===== config.mk =====
export PLATFORM = sky130hd
export DESIGN_NAME = square_triangle_noise_voice_mixer
export DESIGN_NICKNAME = d
export VERILOG_FILES = /design/src/sv/stnvm_pkg.sv /design/src/sv/stnvm_mul.sv /design/src/sv/stnvm_div.sv /design/src/sv/square_triangle_noise_voice_mixer.sv
export SDC_FILE = /design/constraint.sdc
export NUM_CORES = 2
export LEC_CHECK = 0
export BUFFER_PORTS_ARGS = -buffer_cell sky130_fd_sc_hd__buf_4
export CAP_MARGIN = 10
export CORE_UTILIZATION = 60
export DETAILED_ROUTE_END_ITERATION = 12
export GPL_TIMING_DRIVEN = 0
export PLACE_DENSITY = 0.76
export SKIP_LAST_GASP = 1
export SLEW_MARGIN = 20
export SYNTH_ARGS = -nofsm -noshare
export SYNTH_HDL_FRONTEND = slang
export SYNTH_SLANG_ARGS = --single-unit

===== constraint.sdc =====
create_clock -name clk -period 7.5 [get_ports clk]
set_clock_uncertainty 0.2 [all_clocks]
set_input_delay 1.125 -clock clk [delete_from_list [all_inputs] [get_ports clk]]
set_output_delay 1.125 -clock clk [all_outputs]
set_load 0.02 [all_outputs]

===== src/sv/stnvm_pkg.sv =====
package stnvm_pkg;

	// Input function codes.
	localparam logic [2:0] FUNC_TICK   = 3'd0;
	localparam logic [2:0] FUNC_PSTART = 3'd1;
	localparam logic [2:0] FUNC_PSTOP  = 3'd2;
	localparam logic [2:0] FUNC_TSTART = 3'd3;
	localparam logic [2:0] FUNC_TSTOP  = 3'd4;
	localparam logic [2:0] FUNC_DRUM   = 3'd5;

	// Configuration register indexes.
	localparam logic [1:0] REG_SAMPLE_RATE = 2'd0;
	localparam logic [1:0] REG_MASTER_VOL  = 2'd1;
	localparam logic [1:0] REG_MUSIC_EN    = 2'd2;

	// Shared arithmetic unit widths.
	localparam int OPW = 20;
	localparam int PRW = 40;

	localparam logic [16:0] LEVEL_FULL = 17'd65536;

	typedef enum logic [4:0] {
		S_IDLE,
		S_EVENT,
		S_TGT,
		S_DRUM_MUL,
		S_DRUM_DIV1,
		S_DRUM_DIV2,
		S_P_CHK,
		S_P_GAIN,
		S_P_ENV,
		S_P_ENVMUL,
		S_P_ENVDIV,
		S_P_NEXT,
		S_TRI_CHK,
		S_TRI_MUL,
		S_TRI_DIV,
		S_NOISE_CHK,
		S_NOISE_MUL,
		S_VOL_CHK,
		S_VOL_MUL,
		S_OUT
	} state_t;

	typedef struct packed {
		logic           start;
		logic [OPW-1:0] a;
		logic [OPW-1:0] b;
		logic [4:0]     nbits;
	} mul_req_t;

	typedef struct packed {
		logic           start;
		logic [PRW-1:0] dividend;
		logic [OPW-1:0] divisor;
	} div_req_t;

	typedef struct packed {
		logic       tap_sel;
		logic [4:0] clk_div;
		logic [7:0] ms;
	} drum_t;

	// Drum presets: LFSR tap, clock divider and decay time in ms.
	function automatic drum_t drum_preset(input logic [1:0] kind);
		drum_t d;
		unique case (kind)
			2'd0: d = '{tap_sel: 1'b0, clk_div: 5'd16, ms: 8'd90};
			2'd1: d = '{tap_sel: 1'b0, clk_div: 5'd4,  ms: 8'd120};
			2'd2: d = '{tap_sel: 1'b1, clk_div: 5'd1,  ms: 8'd30};
			default: d = '{tap_sel: 1'b1, clk_div: 5'd1, ms: 8'd150};
		endcase
		return d;
	endfunction

	// Phase limit below which the pulse output is high.
	function automatic logic [16:0] duty_limit(input logic [1:0] code);
		logic [16:0] lim;
		unique case (code)
			2'd0: lim = 17'd8192;
			2'd1: lim = 17'd16384;
			default: lim = 17'd32768;
		endcase
		return lim;
	endfunction

endpackage


===== src/sv/stnvm_mul.sv =====
module stnvm_mul
	import stnvm_pkg::*;
(
	input  logic           clk,
	input  logic           arst_n,
	input  mul_req_t       req,
	output logic           done,
	output logic [PRW-1:0] prod
);

	logic           busy_q;
	logic           done_q;
	logic [4:0]     cnt_q;
	logic [PRW-1:0] acc_q;
	logic [PRW-1:0] a_q;
	logic [OPW-1:0] b_q;

	// Control: count multiplier bits, flag the last one.
	always_ff @(posedge clk or negedge arst_n) begin
		if (!arst_n) begin
			busy_q <= 1'b0;
			done_q <= 1'b0;
			cnt_q  <= '0;
		end else begin
			done_q <= busy_q && (cnt_q == 5'd1);
			if (req.start) begin
				busy_q <= 1'b1;
				cnt_q  <= req.nbits;
			end else if (busy_q) begin
				cnt_q <= cnt_q - 5'd1;
				if (cnt_q == 5'd1) begin
					busy_q <= 1'b0;
				end
			end
		end
	end

	// Shift-add datapath, one multiplier bit per cycle, LSB first.
	always_ff @(posedge clk) begin
		if (req.start) begin
			acc_q <= '0;
			a_q   <= PRW'(req.a);
			b_q   <= req.b;
		end else if (busy_q) begin
			if (b_q[0]) begin
				acc_q <= acc_q + a_q;
			end
			a_q <= {a_q[PRW-2:0], 1'b0};
			b_q <= {1'b0, b_q[OPW-1:1]};
		end
	end

	assign done = done_q;
	assign prod = acc_q;

endmodule


===== src/sv/stnvm_div.sv =====
module stnvm_div
	import stnvm_pkg::*;
(
	input  logic           clk,
	input  logic           arst_n,
	input  div_req_t       req,
	output logic           done,
	output logic [PRW-1:0] quot
);

	logic           busy_q;
	logic           done_q;
	logic [5:0]     cnt_q;
	logic [OPW-1:0] rem_q;
	logic [OPW-1:0] d_q;
	logic [PRW-1:0] q_q;
	logic [OPW:0]   r2;
	logic           ge;

	// One restoring step: bring down the next dividend bit.
	assign r2 = {rem_q, q_q[PRW-1]};
	assign ge = (r2 >= {1'b0, d_q});

	always_ff @(posedge clk or negedge arst_n) begin
		if (!arst_n) begin
			busy_q <= 1'b0;
			done_q <= 1'b0;
			cnt_q  <= '0;
		end else begin
			done_q <= busy_q && (cnt_q == 6'd1);
			if (req.start) begin
				busy_q <= 1'b1;
				cnt_q  <= 6'(PRW);
			end else if (busy_q) begin
				cnt_q <= cnt_q - 6'd1;
				if (cnt_q == 6'd1) begin
					busy_q <= 1'b0;
				end
			end
		end
	end

	// Quotient bits shift in where the dividend bits leave.
	always_ff @(posedge clk) begin
		if (req.start) begin
			rem_q <= '0;
			d_q   <= req.divisor;
			q_q   <= req.dividend;
		end else if (busy_q) begin
			rem_q <= ge ? OPW'(r2 - {1'b0, d_q}) : r2[OPW-1:0];
			q_q   <= {q_q[PRW-2:0], ge};
		end
	end

	assign done = done_q;
	assign quot = q_q;

endmodule


===== src/sv/square_triangle_noise_voice_mixer.sv =====
// A note event is applied directly; a pulse start below full sustain runs one
// 40-step divide and a drum trigger one 8-step multiply and two 40-step divides.
// A tick runs a gain multiply per sounding pulse voice, plus an envelope multiply
// and divide per pulse voice in decay, a multiply and divide for the triangle and
// multiplies for the noise and the volume scaling. One transaction is worked on at
// a time, the next only once back in idle; a result may wait in the output register.
// Reset is asynchronous, active low, and restores all voice state and the configuration registers.
module square_triangle_noise_voice_mixer
	import stnvm_pkg::*;
#(
	parameter int NUM_PULSE = 2
) (
	input  logic        clk,
	input  logic        arst_n,
	input  logic        in_valid,
	output logic        in_ready,
	input  logic [2:0]  func,
	input  logic        voice,
	input  logic [15:0] phase_inc,
	input  logic [1:0]  duty_code,
	input  logic [7:0]  gain,
	input  logic [6:0]  sustain_pct,
	input  logic [19:0] decay_samples,
	input  logic [1:0]  drum_kind,
	output logic        out_valid,
	input  logic        out_ready,
	output logic signed [15:0] sample,
	input  logic        cfg_we,
	input  logic [1:0]  cfg_idx,
	input  logic [16:0] cfg_wdata
);

	localparam int PIW = (NUM_PULSE > 1) ? $clog2(NUM_PULSE) : 1;

	state_t state_q, state_d;

	// Configuration registers.
	logic [16:0] sample_rate_q;
	logic [3:0]  master_volume_q;
	logic        music_enable_q;

	// Latched transaction fields.
	logic [2:0]  func_q;
	logic        voice_q;
	logic [15:0] inc_q;
	logic [1:0]  duty_q;
	logic [7:0]  gain_q;
	logic [6:0]  sus_q;
	logic [19:0] dec_q;
	logic [1:0]  kind_q;

	// Pulse voices.
	logic [15:0] p_phase_q  [NUM_PULSE];
	logic [15:0] p_step_q   [NUM_PULSE];
	logic        p_active_q [NUM_PULSE];
	logic [1:0]  p_duty_q   [NUM_PULSE];
	logic [7:0]  p_gain_q   [NUM_PULSE];
	logic [16:0] p_level_q  [NUM_PULSE];
	logic [16:0] p_target_q [NUM_PULSE];
	logic [19:0] p_total_q  [NUM_PULSE];
	logic [19:0] p_left_q   [NUM_PULSE];

	// Triangle voice.
	logic [15:0] t_phase_q;
	logic [15:0] t_step_q;
	logic        t_active_q;
	logic [7:0]  t_gain_q;

	// Noise voice.
	logic [14:0] n_shift_q;
	logic        n_tap_q;
	logic [4:0]  n_div_q;
	logic [4:0]  n_cnt_q;
	logic [16:0] n_level_q;
	logic [16:0] n_fall_q;
	logic [7:0]  n_gain_q;

	// Tick working registers.
	logic [PIW-1:0]     idx_q;
	logic signed [11:0] mix_q;
	logic signed [15:0] res_q;
	logic               launched_q;
	logic               out_valid_q;
	logic signed [15:0] sample_q;

	// Shared units.
	mul_req_t       mul_req;
	div_req_t       div_req;
	logic           mul_done;
	logic           div_done;
	logic [PRW-1:0] mul_prod;
	logic [PRW-1:0] div_quot;

	stnvm_mul u_mul (
		.clk    (clk),
		.arst_n (arst_n),
		.req    (mul_req),
		.done   (mul_done),
		.prod   (mul_prod)
	);

	stnvm_div u_div (
		.clk    (clk),
		.arst_n (arst_n),
		.req    (div_req),
		.done   (div_done),
		.quot   (div_quot)
	);

	// Derived values for the addressed pulse voice and the other voices.
	logic        voice_ok;
	logic        accept;
	drum_t       drum;
	logic [3:0]  vol;
	logic [6:0]  vol_k;
	logic [10:0] mix_mag;
	logic        mix_neg;
	logic [3:0]  t_amp;
	logic [3:0]  t_mag;
	logic        t_neg;
	logic [19:0] p_gone;
	logic [16:0] p_drop;
	logic        p_pos;
	logic [19:0] drum_n;
	logic [16:0] n_fall_new;
	logic [4:0]  n_cnt_inc;
	logic        n_fb;
	logic [14:0] n_shift_new;
	logic [17:0] vol_prod;

	assign voice_ok   = (32'(voice_q) < NUM_PULSE);
	assign accept     = in_valid && in_ready;
	assign drum       = drum_preset(kind_q);
	assign vol        = (master_volume_q > 4'd10) ? 4'd10 : master_volume_q;
	assign vol_k      = 7'({vol, 3'b000}) + 7'({vol, 1'b0}) + 7'(vol);
	assign mix_neg    = mix_q[11];
	assign mix_mag    = mix_neg ? 11'(-mix_q) : mix_q[10:0];
	assign t_amp      = t_phase_q[15] ? t_phase_q[14:11] : 4'd15 - t_phase_q[14:11];
	assign t_neg      = !t_amp[3];
	assign t_mag      = t_amp[3] ? 4'({1'b0, t_amp, 1'b0} - 6'd15)
	                             : 4'(6'd15 - {1'b0, t_amp, 1'b0});
	assign p_gone     = p_total_q[idx_q] - p_left_q[idx_q];
	assign p_drop     = LEVEL_FULL - p_target_q[idx_q];
	assign p_pos      = ({1'b0, p_phase_q[idx_q]} < duty_limit(p_duty_q[idx_q]));
	assign drum_n     = (div_quot[19:0] == 20'd0) ? 20'd1 : div_quot[19:0];
	assign n_fall_new = (div_quot[16:0] == 17'd0) ? 17'd1 : div_quot[16:0];
	assign n_cnt_inc  = n_cnt_q + 5'd1;
	assign n_fb       = n_shift_q[0] ^ (n_tap_q ? n_shift_q[6] : n_shift_q[1]);
	assign n_shift_new = {n_fb, n_shift_q[14:1]};
	assign vol_prod   = mul_prod[17:0];

	// Next state.
	always_comb begin
		state_d = state_q;
		unique case (state_q)
			S_IDLE: begin
				if (in_valid) begin
					state_d = (func == FUNC_TICK) ? S_P_CHK : S_EVENT;
				end
			end
			S_EVENT: begin
				if (func_q == FUNC_PSTART && voice_ok && sus_q < 7'd100) begin
					state_d = S_TGT;
				end else if (func_q == FUNC_DRUM) begin
					state_d = S_DRUM_MUL;
				end else begin
					state_d = S_IDLE;
				end
			end
			S_TGT:       if (div_done) state_d = S_IDLE;
			S_DRUM_MUL:  if (mul_done) state_d = S_DRUM_DIV1;
			S_DRUM_DIV1: if (div_done) state_d = S_DRUM_DIV2;
			S_DRUM_DIV2: if (div_done) state_d = S_IDLE;
			S_P_CHK: begin
				state_d = (p_active_q[idx_q] && p_level_q[idx_q] != 17'd0) ? S_P_GAIN : S_P_ENV;
			end
			S_P_GAIN: if (mul_done) state_d = S_P_ENV;
			S_P_ENV: begin
				state_d = (p_active_q[idx_q] && p_left_q[idx_q] != 20'd0) ? S_P_ENVMUL : S_P_NEXT;
			end
			S_P_ENVMUL: if (mul_done) state_d = S_P_ENVDIV;
			S_P_ENVDIV: if (div_done) state_d = S_P_NEXT;
			S_P_NEXT: begin
				state_d = (idx_q == PIW'(NUM_PULSE - 1)) ? S_TRI_CHK : S_P_CHK;
			end
			S_TRI_CHK:   state_d = t_active_q ? S_TRI_MUL : S_NOISE_CHK;
			S_TRI_MUL:   if (mul_done) state_d = S_TRI_DIV;
			S_TRI_DIV:   if (div_done) state_d = S_NOISE_CHK;
			S_NOISE_CHK: state_d = (n_level_q != 17'd0) ? S_NOISE_MUL : S_VOL_CHK;
			S_NOISE_MUL: if (mul_done) state_d = S_VOL_CHK;
			S_VOL_CHK: begin
				state_d = (music_enable_q && vol != 4'd0 && mix_q != 12'sd0) ? S_VOL_MUL : S_OUT;
			end
			S_VOL_MUL: if (mul_done) state_d = S_OUT;
			S_OUT: if (!out_valid_q || out_ready) state_d = S_IDLE;
			default: state_d = S_IDLE;
		endcase
	end

	// Outputs of the sequencer: handshake and unit requests.
	always_comb begin
		in_ready         = (state_q == S_IDLE);
		mul_req          = '0;
		div_req          = '0;
		mul_req.nbits    = 5'd8;
		div_req.divisor  = 20'd1;
		unique case (state_q)
			S_DRUM_MUL: begin
				mul_req.start = !launched_q;
				mul_req.a     = OPW'(sample_rate_q);
				mul_req.b     = OPW'(drum.ms);
			end
			S_P_GAIN: begin
				mul_req.start = !launched_q;
				mul_req.a     = OPW'(p_level_q[idx_q]);
				mul_req.b     = OPW'(p_gain_q[idx_q]);
			end
			S_P_ENVMUL: begin
				mul_req.start = !launched_q;
				mul_req.a     = OPW'(p_drop);
				mul_req.b     = p_gone;
				mul_req.nbits = 5'd20;
			end
			S_TRI_MUL: begin
				mul_req.start = !launched_q;
				mul_req.a     = OPW'(t_gain_q);
				mul_req.b     = OPW'(t_mag);
				mul_req.nbits = 5'd4;
			end
			S_NOISE_MUL: begin
				mul_req.start = !launched_q;
				mul_req.a     = OPW'(n_level_q);
				mul_req.b     = OPW'(n_gain_q);
			end
			S_VOL_MUL: begin
				mul_req.start = !launched_q;
				mul_req.a     = OPW'(mix_mag);
				mul_req.b     = OPW'(vol_k);
				mul_req.nbits = 5'd7;
			end
			S_TGT: begin
				div_req.start    = !launched_q;
				div_req.dividend = PRW'({sus_q, 16'd0});
				div_req.divisor  = 20'd100;
			end
			S_DRUM_DIV1: begin
				div_req.start    = !launched_q;
				div_req.dividend = mul_prod;
				div_req.divisor  = 20'd1000;
			end
			S_DRUM_DIV2: begin
				div_req.start    = !launched_q;
				div_req.dividend = PRW'(LEVEL_FULL);
				div_req.divisor  = drum_n;
			end
			S_P_ENVDIV: begin
				div_req.start    = !launched_q;
				div_req.dividend = mul_prod;
				div_req.divisor  = p_total_q[idx_q];
			end
			S_TRI_DIV: begin
				div_req.start    = !launched_q;
				div_req.dividend = mul_prod;
				div_req.divisor  = 20'd15;
			end
			default: begin
			end
		endcase
	end

	// Sequencer state and unit launch flag.
	always_ff @(posedge clk or negedge arst_n) begin
		if (!arst_n) begin
			state_q    <= S_IDLE;
			launched_q <= 1'b0;
		end else begin
			state_q <= state_d;
			if (mul_req.start || div_req.start) begin
				launched_q <= 1'b1;
			end else if (mul_done || div_done) begin
				launched_q <= 1'b0;
			end
		end
	end

	// Configuration writes.
	always_ff @(posedge clk or negedge arst_n) begin
		if (!arst_n) begin
			sample_rate_q   <= 17'd22050;
			master_volume_q <= 4'd10;
			music_enable_q  <= 1'b1;
		end else if (cfg_we) begin
			unique case (cfg_idx)
				REG_SAMPLE_RATE: sample_rate_q   <= cfg_wdata;
				REG_MASTER_VOL:  master_volume_q <= cfg_wdata[3:0];
				REG_MUSIC_EN:    music_enable_q  <= cfg_wdata[0];
				default: begin
				end
			endcase
		end
	end

	// Capture the fields of an accepted transaction.
	always_ff @(posedge clk) begin
		if (accept) begin
			func_q  <= func;
			voice_q <= voice;
			inc_q   <= phase_inc;
			duty_q  <= duty_code;
			gain_q  <= gain;
			sus_q   <= sustain_pct;
			dec_q   <= decay_samples;
			kind_q  <= drum_kind;
		end
	end

	// Voice state, mix accumulation and result.
	always_ff @(posedge clk or negedge arst_n) begin
		if (!arst_n) begin
			for (int i = 0; i < NUM_PULSE; i++) begin
				p_phase_q[i]  <= '0;
				p_step_q[i]   <= '0;
				p_active_q[i] <= 1'b0;
				p_duty_q[i]   <= 2'd2;
				p_gain_q[i]   <= '0;
				p_level_q[i]  <= '0;
				p_target_q[i] <= '0;
				p_total_q[i]  <= '0;
				p_left_q[i]   <= '0;
			end
			t_phase_q  <= '0;
			t_step_q   <= '0;
			t_active_q <= 1'b0;
			t_gain_q   <= '0;
			n_shift_q  <= 15'd1;
			n_tap_q    <= 1'b0;
			n_div_q    <= '0;
			n_cnt_q    <= '0;
			n_level_q  <= '0;
			n_fall_q   <= '0;
			n_gain_q   <= '0;
			idx_q      <= '0;
			mix_q      <= '0;
			res_q      <= '0;
		end else begin
			unique case (state_q)
				S_IDLE: begin
					if (accept) begin
						idx_q <= (func == FUNC_TICK) ? '0 : PIW'(voice);
						mix_q <= '0;
					end
				end
				S_EVENT: begin
					unique case (func_q)
						FUNC_PSTART: begin
							if (voice_ok) begin
								p_duty_q[idx_q]   <= duty_q;
								p_gain_q[idx_q]   <= gain_q;
								p_step_q[idx_q]   <= inc_q;
								p_phase_q[idx_q]  <= '0;
								p_active_q[idx_q] <= 1'b1;
								p_total_q[idx_q]  <= dec_q;
								p_left_q[idx_q]   <= dec_q;
								p_level_q[idx_q]  <= LEVEL_FULL;
								if (sus_q >= 7'd100) begin
									p_target_q[idx_q] <= LEVEL_FULL;
								end
							end
						end
						FUNC_PSTOP: begin
							if (voice_ok) begin
								p_active_q[idx_q] <= 1'b0;
								p_level_q[idx_q]  <= '0;
								p_step_q[idx_q]   <= '0;
								p_left_q[idx_q]   <= '0;
							end
						end
						FUNC_TSTART: begin
							t_gain_q   <= gain_q;
							t_step_q   <= inc_q;
							t_active_q <= 1'b1;
							t_phase_q  <= '0;
						end
						FUNC_TSTOP: begin
							t_gain_q   <= gain_q;
							t_active_q <= 1'b0;
							t_step_q   <= '0;
						end
						FUNC_DRUM: begin
							n_gain_q  <= gain_q;
							n_tap_q   <= drum.tap_sel;
							n_div_q   <= drum.clk_div;
							n_cnt_q   <= '0;
							n_level_q <= LEVEL_FULL;
						end
						default: begin
						end
					endcase
				end
				S_TGT: begin
					// Sustain target below full level; no decay starts at it.
					if (div_done) begin
						p_target_q[idx_q] <= div_quot[16:0];
						if (dec_q == 20'd0) begin
							p_level_q[idx_q] <= div_quot[16:0];
						end
					end
				end
				S_DRUM_DIV2: begin
					if (div_done) begin
						n_fall_q <= n_fall_new;
					end
				end
				S_P_GAIN: begin
					if (mul_done) begin
						mix_q <= p_pos ? mix_q + 12'(mul_prod[23:16])
						               : mix_q - 12'(mul_prod[23:16]);
						p_phase_q[idx_q] <= p_phase_q[idx_q] + p_step_q[idx_q];
					end
				end
				S_P_ENV: begin
					// Envelope without a decay in progress.
					if (!p_active_q[idx_q]) begin
						p_level_q[idx_q] <= '0;
					end else if (p_left_q[idx_q] == 20'd0) begin
						p_level_q[idx_q] <= p_target_q[idx_q];
					end
				end
				S_P_ENVDIV: begin
					// Linear decay step; the last one lands on the target.
					if (div_done) begin
						p_left_q[idx_q] <= p_left_q[idx_q] - 20'd1;
						p_level_q[idx_q] <= (p_left_q[idx_q] == 20'd1) ? p_target_q[idx_q]
						                    : LEVEL_FULL - div_quot[16:0];
					end
				end
				S_P_NEXT: begin
					if (idx_q != PIW'(NUM_PULSE - 1)) begin
						idx_q <= idx_q + PIW'(1);
					end
				end
				S_TRI_DIV: begin
					if (div_done) begin
						mix_q <= t_neg ? mix_q - 12'(div_quot[8:0])
						               : mix_q + 12'(div_quot[8:0]);
						t_phase_q <= t_phase_q + t_step_q;
					end
				end
				S_NOISE_MUL: begin
					if (mul_done) begin
						mix_q <= n_shift_q[0] ? mix_q + 12'(mul_prod[23:16])
						                      : mix_q - 12'(mul_prod[23:16]);
						if (n_cnt_inc >= n_div_q) begin
							n_cnt_q   <= '0;
							n_shift_q <= (n_shift_new == 15'd0) ? 15'd1 : n_shift_new;
						end else begin
							n_cnt_q <= n_cnt_inc;
						end
						n_level_q <= (n_level_q > n_fall_q) ? n_level_q - n_fall_q : '0;
					end
				end
				S_VOL_CHK: begin
					res_q <= '0;
				end
				S_VOL_MUL: begin
					// Scale by 11 times the volume and saturate to 16 bits.
					if (mul_done) begin
						if (!mix_neg) begin
							res_q <= (vol_prod > 18'd32767) ? 16'sh7FFF : 16'(vol_prod);
						end else begin
							res_q <= (vol_prod > 18'd32768) ? 16'sh8000 : 16'(-vol_prod);
						end
					end
				end
				default: begin
				end
			endcase
		end
	end

	// Output register: a finished sample waits here for the consumer.
	always_ff @(posedge clk or negedge arst_n) begin
		if (!arst_n) begin
			out_valid_q <= 1'b0;
		end else if (state_q == S_OUT && (!out_valid_q || out_ready)) begin
			out_valid_q <= 1'b1;
		end else if (out_ready) begin
			out_valid_q <= 1'b0;
		end
	end

	always_ff @(posedge clk) begin
		if (state_q == S_OUT && (!out_valid_q || out_ready)) begin
			sample_q <= res_q;
		end
	end

	assign out_valid = out_valid_q;
	assign sample    = sample_q;

endmodule


==> impl_results.md <==
* Slew of the pin with the lowest slew margin at 1.22 ns
* Number of nets with antenna violations after routing at 0
* Setup ws final at 0.326 ns
* Global Route Usage Sum at 38.5%
* Post-synthesis net count at 4226
* Net count reported at finish at 4412
* Layer carrying the most global-route usage: met2
* Setup TNS at 0 ns
* Layout overhead on the synthesized area at 12.0%
* Endpoint kind of the worst setup timing path: register
* Count of input and output buffers at 100
* Placed insts at 4914
* Library cell occupying the most area in the post-synthesis netlist: dfrtp_1
* Combined area of the multi-input logic cells at 19700 um2
* Class of the most critical setup path: reg2reg
* DR iter-0 viols at 3813
* Std-Cell Core Area at 63000 um2
* Clock tree from TritonCTS: yes
* Maximum fanout count along the critical path at 10
* Power per Cell Area at 442 nW/um2
* Top Family by Delay on Critical Path: buffers and inverters
* Max H-tree Level at 3
* Fraction of synthesis flops using an asynchronous set or reset pin at 61.9%
* Die height at 254 um
* Synthesis-stage register bit count at 667
* Final Max Slew Viols at 0
* Worst Hold Endpoint: sample[6]
* Worst slack at placement at -0.454 ns
* Detailed Place HPWL at 92700 um
* Post-CTS Setup Inserts at 0
* Share of the synthesized area in the top cell type at 26.3%
* Share of the clock period used by the worst path after layout at 95.6%
* Largest stage delay on the critical path at 0.57 ns
* Post-layout instance count excluding filler cells at 5051
* Total I/O pin count at 101
* Required time reported for the critical path endpoint at 7.82 ns
* Max VDD drop at 267 uV
* Mean cell area of the mapped netlist at 9.65 um2
* Shortest period the worst path allows at 7.17 ns
* Top FF cell, synth: dfrtp_1
* Vias in the first global route at 31341
* CTS clock-pin slew for the worst setup and hold paths at 0.06 ns
* # Max-Cap Violations at 0
* Average wire per standard cell at 24.5 um
* Ordered list of cells on the worst path: buf_2 > buf_2 > buf_2 > buf_4 > buf_4 > buf_2 > clkbuf_2 > buf_2 > mux2_2 > ha_1 > fa_1 > a21o_1 > a21oi_1 > o21bai_1 > a21oi_1 > o21bai_1 > a211oi_1 > nor4_1 > a2111oi_0 > xnor2_1 > a32o_1
* Status: finished clean
* Register area at 17200 um2
* Buffer type at the clock tree root: clkbuf_16
* Static leakage at 18.8 nW
* Synth Instances at 3957
* Capture instance of the worst register-to-register path: p_phase_q[14]
* Master of the slowest instance on the critical path: a2111oi_0
* Detailed-route vias per instance at 6.51
* Number of antenna violations at the first check in global routing at 1
* Max-slew headroom at the worst pin at 18.5%
* Critical Path Start Type: register
* Tightest hold margin at 0.245 ns
* Leading cell types by count after synthesis: 480 x nand2_1, 401 x dfrtp_1, 239 x nor2_1
* Met3 GRT Util at 7.78%
* Number of warning messages in the yosys log at 0
* Cell area reported after detailed placement at 40300 um2
* Std cell rows at 92
* Worst flop-to-flop path startpoint: idx_q
* Insertion delay of the later-clocked pin in the worst-skew pair at 0.64 ns
* Horizontal die dimension at 254 um
* Total of fill cells in the finished design at 5017
* Number of setup violations in the final report at 0
* Routed vias at 32883
* Met2 Resource Use GR at 57.9%
* Overall overflow remaining after global route at 0
* RSZ-0062 raised after global routing: no
* Clock tree sinks at 667
* Number of diodes at 0
* Buffer and inverter count on the worst path at 8
* Flop2flop setup slack at 0.33 ns
* Cell count of the worst hold path at 0
* Data arrival time of the worst path at 7.49 ns
* Startpoint of the tightest hold check path: res_q[6]
* Initial core utilization at 60.6%
* Total non-filler cell area in the finished layout at 42800 um2
* First-pass GRT wire length at 188000 um
* DRT Wirelength at 124000 um
* Cells taking the most area after synthesis: dfrtp_1 26%, edfxtp_1 14%, ha_1 5.8%
* Met1 track demand over resource at 52.7%
* Drt pass-1 iters at 7
* Layout cells sized above 1 at 9.80%
* Post-route DRC violation count at 0
* CP dominant cell by count: buf_2
* Post-synth EDFFs at 174
* Number of hold buffers added after CTS at 0
* Part of the Yosys area used for sequential elements at 45.0%
* Largest net degree at the start of global routing at 101
* Post-synthesis cell type count at 85
* Class of the tightest hold or removal check: reg2reg
* Area enclosed by the die boundary at 64700 um2
* Hold violation total from the final report at 0
* Reg2Reg Depth at 21
* Synth Cell Area at 38200 um2
* Highest Clock Rate at 0.139 GHz
* Count leader, synth: nand2_1
* Clock buffer count from CTS at 74
* Placer congestion estimate at 1.06
* Deepest clock path buffer count at 3
==> report_power, final <==
part	internal, mW	switching (mW)	total [mW]	leakage [nW]
Clock	2.17	1.58	3.75	1.22
Sequential	4.90	0.925	5.83	7.86
Combinational	3.53	5.80	9.34	9.69
Total	10.6	8.31	18.9	18.8
==> logic make-up (layout without fill, tap and decap cells) <==
kind of cell	Yosys count	in the layout	synth area share [%]
mux	263	263	7.42
fa+ha+maj	186	186	6.29
xor+xnor	180	180	4.13
flops	667	667	45.0
buf+inv	359	607	3.59
compound gates	1180	1180	20.2
simple gates	1122	1122	13.4
==> per-layer routing <==
layer | up-vias | share of wire [%]
met5 | - | 0.067
met4 | 5 | 5.9
met3 | 372 | 9.7
met2 | 1718 | 43
met1 | 15915 | 41
li1 | 14873 | -
==> per-stage QoR <==
stage | power (mW) | utilization (%)
2_1_floorplan | 12.0 | -
3_3_place_gp | 14.6 | 63.5
3_5_place_dp | 14.8 | 63.9
4_1_cts | 18.6 | 67.9
5_1_grt | 20.0 | 67.9
6_report | 18.9 | 67.9
==> cells in the final DEF, fill, tap and decap left out, types with 55 or more instances in the layout <==
cell / count
clkbuf_1: 205
a21oi_1: 222
nor2_1: 239
o21ai_0: 214
a21o_1: 63
nor3_1: 75
xor2_1: 66
dfrtp_1: 401
edfxtp_1: 174
dfxtp_1: 80
inv_1: 141
mux2i_1: 101
mux2_2: 130
xnor2_1: 113
nand2_1: 479
clkbuf_16: 76
a22oi_1: 55
buf_4: 103
nand3_1: 68
o21ai_1: 155
a22o_1: 116
ha_1: 176
==> final cells by class <==
cell class	count	area share [%]
timing repair buffer	111	2.28
clock inverter	33	0.913
sequential	667	40.2
clock buffer	105	4.96
tap	846	2.47
inverter	144	1.27
multi-input combinational	2931	46.0
buffer	214	1.94
==> flip-flops by register name, summed over array words and instances (netlist names), 16 cells and up, named ones only <==
name and count:
p_level_q 32, p_left_q 40, res_q 16, p_gain_q 16
p_target_q 34, p_phase_q 32, u_mul.a_q 40, n_fall_q 17
dec_q 20, u_mul.b_q 20, inc_q 16, sample 16
u_div.rem_q 20, p_total_q 40, n_level_q 17, u_mul.prod 40
p_step_q 32, u_div.quot 40, t_phase_q 16, u_div.d_q 20
sample_rate_q 17, t_step_q 16
==> what timing repair did <==
action                     CTS  global route
cloned                       0             0
setup endpoints to repair   34             2
resized for setup            1             2
==> worst max path at each step <==
stage / endpoint / cells past startpoint / from
final: p_phase_q[14] / 21 / idx_q
after global routing: p_phase_q[30] / 21 / idx_q
after CTS: p_phase_q[14] / 21 / idx_q
after detailed placement: p_level_q[17] / 17 / idx_q
after global placement: p_level_q[17] / 17 / idx_q
after floorplan: p_phase_q[14] / 21 / idx_q
(Power assumes the default switching activity.)
